[config.mk]
export PLATFORM = sky130hd
export DESIGN_NAME = rspe_coef_gen
export DESIGN_NICKNAME = d
export VERILOG_FILES = /design/src/hw/rtl/rspe_pkg.sv /design/src/hw/rtl/rspe_coef_gen.sv
export SDC_FILE = /design/constraint.sdc
export NUM_CORES = 2
export LEC_CHECK = 0
export BUFFER_PORTS_ARGS = -buffer_cell sky130_fd_sc_hd__buf_2
export CORE_MARGIN = 3
export CORE_UTILIZATION = 48
export CTS_BUF_LIST = sky130_fd_sc_hd__clkbuf_16
export DETAILED_ROUTE_END_ITERATION = 12
export GPL_ROUTABILITY_DRIVEN = 0
export PLACE_DENSITY = 0.64
export RECOVER_POWER = 50
export SYNTH_ARGS = -nofsm -noshare
export SYNTH_HDL_FRONTEND = slang
export SYNTH_SLANG_ARGS = --single-unit
[constraint.sdc]
create_clock -name clk -period 5.7 [get_ports clk]
set_clock_uncertainty 0.2 [all_clocks]
set_input_delay 0.57 -clock clk [delete_from_list [all_inputs] [get_ports clk]]
set_output_delay 0.57 -clock clk [all_outputs]
set_load 0.01 [all_outputs]
[src/hw/rtl/rspe_pkg.sv]
// Shared types, constants and GF(256) helpers for the Reed-Solomon parity encoder.
// No dependencies; every other file of the block imports this package.
package rspe_pkg;

	localparam int MAX_PARITY  = 32;
	localparam int PW          = $clog2(MAX_PARITY + 1);
	localparam int CFG_W       = 6;
	localparam int RESET_COUNT = (10 > MAX_PARITY) ? MAX_PARITY : 10;
	localparam logic [7:0] FIELD_POLY_LOW = 8'h1D;

	typedef logic [MAX_PARITY-1:0][7:0] gf_vec_t;

	typedef struct packed {
		logic          busy;
		logic [PW-1:0] count;
	} gen_stat_t;

	typedef struct packed {
		logic          load;
		logic [PW-1:0] count;
	} snap_ctl_t;

	function automatic logic [7:0] gf_xtime(input logic [7:0] a);
		return {a[6:0], 1'b0} ^ (a[7] ? FIELD_POLY_LOW : 8'h00);
	endfunction

	function automatic logic [7:0] gf_mul(input logic [7:0] a, input logic [7:0] b);
		logic [7:0] x;
		logic [7:0] acc;
		acc = '0;
		x   = a;
		for (int k = 0; k < 8; k++) begin
			if (b[k]) acc ^= x;
			x = gf_xtime(x);
		end
		return acc;
	endfunction

	// zero means one, anything above the register depth clamps to it
	function automatic logic [PW-1:0] limit_count(input logic [CFG_W-1:0] v);
		if (v == '0) return PW'(1);
		if (int'(v) > MAX_PARITY) return PW'(MAX_PARITY);
		return PW'(v);
	endfunction

endpackage

[src/hw/rtl/rspe_coef_gen.sv]
// Parity count register and generator polynomial builder (one root per cycle).
// Depends on rspe_pkg.
module rspe_coef_gen (
	input  logic               clk,
	input  logic               arst_n,
	input  logic               cfg_write,
	input  logic [rspe_pkg::CFG_W-1:0] cfg_data,
	output rspe_pkg::gen_stat_t stat,
	output rspe_pkg::gf_vec_t   coefs
);
	import rspe_pkg::*;

	logic          busy_q;
	logic [PW-1:0] count_q;
	logic [PW-1:0] left_q;
	logic [7:0]    root_q;
	gf_vec_t       coef_q;
	gf_vec_t       coef_next;

	// multiply the polynomial by (x + root); coef_q[j] holds the term j+1 degrees below the leading one
	always_comb begin
		coef_next[0] = coef_q[0] ^ root_q;
		for (int j = 1; j < MAX_PARITY; j++) begin
			coef_next[j] = coef_q[j] ^ gf_mul(coef_q[j-1], root_q);
		end
	end

	always_ff @(posedge clk or negedge arst_n) begin
		if (!arst_n) begin
			busy_q  <= 1'b1;
			count_q <= PW'(RESET_COUNT);
			left_q  <= PW'(RESET_COUNT);
			root_q  <= 8'h01;
			coef_q  <= '0;
		end else if (cfg_write) begin
			busy_q  <= 1'b1;
			count_q <= limit_count(cfg_data);
			left_q  <= limit_count(cfg_data);
			root_q  <= 8'h01;
			coef_q  <= '0;
		end else if (busy_q) begin
			coef_q <= coef_next;
			root_q <= gf_xtime(root_q);
			left_q <= left_q - PW'(1);
			busy_q <= (left_q != PW'(1));
		end
	end

	assign stat.busy  = busy_q;
	assign stat.count = count_q;
	assign coefs      = coef_q;

endmodule

==> key figures <==
Outcome
  – Status: complete, but fails checks
  – Failing checks: max-capacitance violations, max-slew violations

Die
  – I/O pin count: 272
  – Core outline area: 0.102 sq mm
  – Die Y: 327 um
  – Die ar.: 0.107 sq mm
  – Initial Util: 48.5%
  – Die width: 327 um
  – Row count: 117

Setup path
  – R2R setup slack: 1.26 ns
  – CP Capture Type: register
  – Critical path required time: 5.96 ns
  – Startpoint type of the worst setup path: register
  – FF-to-FF Start: busy_q
  – Reg2Reg Capture Point: coefs[157]
  – Critical path arrival: 4.70 ns
  – CP Capture Point: coefs[157]
  – Crit path max fanout: 30
  – Crit path launch: busy_q
  – Crit Path Class: register to register
  – R2R cell count: 6

Pwr
  – Pint: 13.5 mW
  – Clock power frac: 9.7%
  – PD cells: 537 mW/mm^2
  – Peak supply drop: 0.249 mV
  – Leakage: 20.4 nW
  – Sw Share: 51.0%
  – Sequential power share: 21.0%
  – Combinational share of power: 69.3%
  – Power Total: 27.7 mW
  – P_sw: 14.1 mW

STA
  – Final setup fails: 0
  – Unrepaired setup endpoints after global routing: no
  – Count of pins over their slew limit: 24
  – Slew HR: -10.7%
  – Final worst-path cycle share: 77.9%
  – TNS Setup: 0 ns
  – Hold Vio Cnt, Final: 0
  – Worst setup margin: 1.26 ns
  – Fmax achieved: 0.225 GHz
  – Worst-Margin Slew: 1.66 ns
  – Fin crit period: 4.44 ns

Synthesis
  – Main synth FF type: dfrtp_1
  – Post-synth EDFFs: 0
  – Post-Synth XOR/XNOR Area: 51.5%
  – Post-synthesis mux area share: 3.43%
  – Post-Syn Area per Cell: 7.72 sq um
  – Cells after synthesis: 6407
  – Largest family of logic cells by synthesized area: XOR/XNOR gates
  – Flops & latches, synth: 277
  – Yosys cell types: 63
  – Synth Warn #: 0
  – Post-Synth Adder-Cell Area: 0.0759%
  – Post-synthesis compound-gate area fraction: 6.25%
  – Post-Syn Area: 0.0495 sq mm
  – Post-synthesis async set-or-reset flop share: 100%
  – Seq/Total Area, Yosys: 14.0%
  – Simple logic cell fraction of the synthesized area: 18.6%
  – Syn_nets: 6419

Run
  – Max cap viols: 1

Drt
  – Metal3 WL: 12.5 mm
  – Avg WL per Cell: 20.7 um
  – Vias: 41.4k
  – Initial drt markers: 3761
  – Max layer used: met4
  – Pre-antenna DRT Iters: 6
  – Metal-1 WL: 67.6 mm
  – WL met2: 71.0 mm
  – Post-Route WL: 157 mm
  – Final ANT Viol Nets: 0
  – Vias per cell: 5.48
  – DRC: 0

Placed design
  – Place WS: 2.12 ns
  – HPWL after DPL: 96.2 mm
  – # port buffers: 271
  – Placed Area: 0.0503 sq mm

CTS
  – CTS Sinks: 277
  – CTS max path bufs: 3
  – Clock Root Buffer: clkbuf_16
  – CTS tree: done
  – CTS H-tree depth: 2
  – Number of buffers created by CTS: 43
  – Clk_lat worst skew: 0.63 ns
  – CTS clk-pin slew, worst paths: 0.06 ns

Global route
  – Initial antenna violation count: 0
  – First-pass GRT wire length: 243 mm
  – Total track usage: 28.5%
  – Largest net degree at the start of global routing: 178
  – Number of global-route vias before repair: 40.5k
  – GR Overflow Total: 0

Worst hold path
  – Hold Crit Class: primary input to register

Layout
  – Design area: 0.0515 sq mm
  – Antenna diode count: 0
  – Post-layout util: 50.5%
  – Synthesis-to-finish area growth: 4.22%
  – Share of layout cells above drive strength 1: 6.84%
  – Final Net Count: 6166
  – Most frequent cells in the layout: 1732 x nand2_1, 1460 x xnor2_1, 779 x xor2_1, 404 x nor2_1, 264 x dfrtp_1
  – Commonest non-fill, non-tap cell in the layout: nand2_1
-- flip-flops by register name (all words and copies together) (netlist names) --
name	count
coefs	256
root_q	8
left_q	6
busy_q	1
count_q	6
-- final cells by class --
class	instances	area, sq um
fillers	9913	50500
multi-input cells	5473	39600
flip-flops and latches	277	6970
repair buffers	328	1840
well taps	1368	1710
clock buffers	44	1100
clock inverters	35	240
inverters	31	116
-- Yosys cell counts, drive strengths merged (4+ instances only) --
cell type / instances / area (sq um)
a211oi: 13 / 97.6
a21o: 6 / 45.0
a21oi: 133 / 666
a221oi: 6 / 52.6
a222oi: 14 / 140
a22oi: 125 / 938
a2bb2oi: 4 / 35.0
a31o: 38 / 333
and2: 9 / 56.3
and3: 4 / 25.0
buf: 402 / 2030
clkbuf: 224 / 841
clkinv: 4 / 15.0
dfrtp: 271 / 6780
dfstp: 6 / 158
inv: 27 / 101
mux2: 50 / 563
mux2i: 113 / 1130
nand2: 1732 / 6500
nand2b: 89 / 557
nand3: 18 / 90.1
nand3b: 12 / 90.1
nor2: 409 / 1540
nor2b: 26 / 163
nor3: 8 / 40.0
o211ai: 4 / 30.0
o21ai: 106 / 531
or3b: 8 / 70.1
xnor2: 1469 / 12900
xnor3: 186 / 4190
xor2: 795 / 7080
xor3: 54 / 1290
-- per-stage QoR --
step	hold WS, ns	cells
6_report	0.0412	7556
5_1_grt	0.0430	7556
4_1_cts	0.00509	7556
3_5_place_dp	0.272	7474
3_3_place_gp	0.260	7474
2_1_floorplan	0.0744	6407
-- critical path, cell delays in order (launching register included) --
cell and delay, ns:
dfstp_1 1.44, inv_1 1.22, buf_4 0.64, or2_2 0.35
mux2i_1 0.17, xnor2_1 0.14, nor2_1 0.05
-- cells by family (layout without fill, tap and decap cells) --
family	count (synthesis)	after routing
xor+xnor	2504	2504
simple gates	2327	2327
buf+inv	657	438
compound gates	476	476
flops	277	277
mux	163	163
fa+ha+maj	3	3
-- what timing repair did --
| item | CTS | global route |
|---|---|---|
| hold buffers | 3 | 0 |
| buffers inserted | 0 | 0 |
| endpoints found under the hold margin | 75 | 0 |
| gates resized for setup | 0 | 0 |
-- layer usage --
metal	GRT usage, %	vias up
met5	0	-
met4	10.0	0
met3	4.97	260
met2	46.2	1528
met1	38.3	20200
li1	-	19400
-- power groups by stage --
stage | combinational [mW] | sequential (mW) | clock, mW
2_1_floorplan | 17.4 | 3.49 | 0
3_3_place_gp | 18.9 | 5.77 | 0
3_5_place_dp | 19.1 | 5.78 | 0
4_1_cts | 19.2 | 5.75 | 2.75
5_1_grt | 21.0 | 5.98 | 2.81
6_report | 19.2 | 5.80 | 2.68
-- worst min path at each step --
stage | start | end | slack, ns | cells past startpoint
detailed placement | count_q[3] | count_q[3] | 0.27 | 2
CTS | cfg_data[1] | left_q[1] | 0.005 | 3
finish | cfg_data[1] | left_q[1] | 0.04 | 3
global route | cfg_data[1] | left_q[1] | 0.04 | 3
global placement | count_q[3] | count_q[3] | 0.26 | 2
floorplan | arst_n | coefs[0] | 0.07 | 0
No activity file was read; power rests on OpenSTA's default activity.
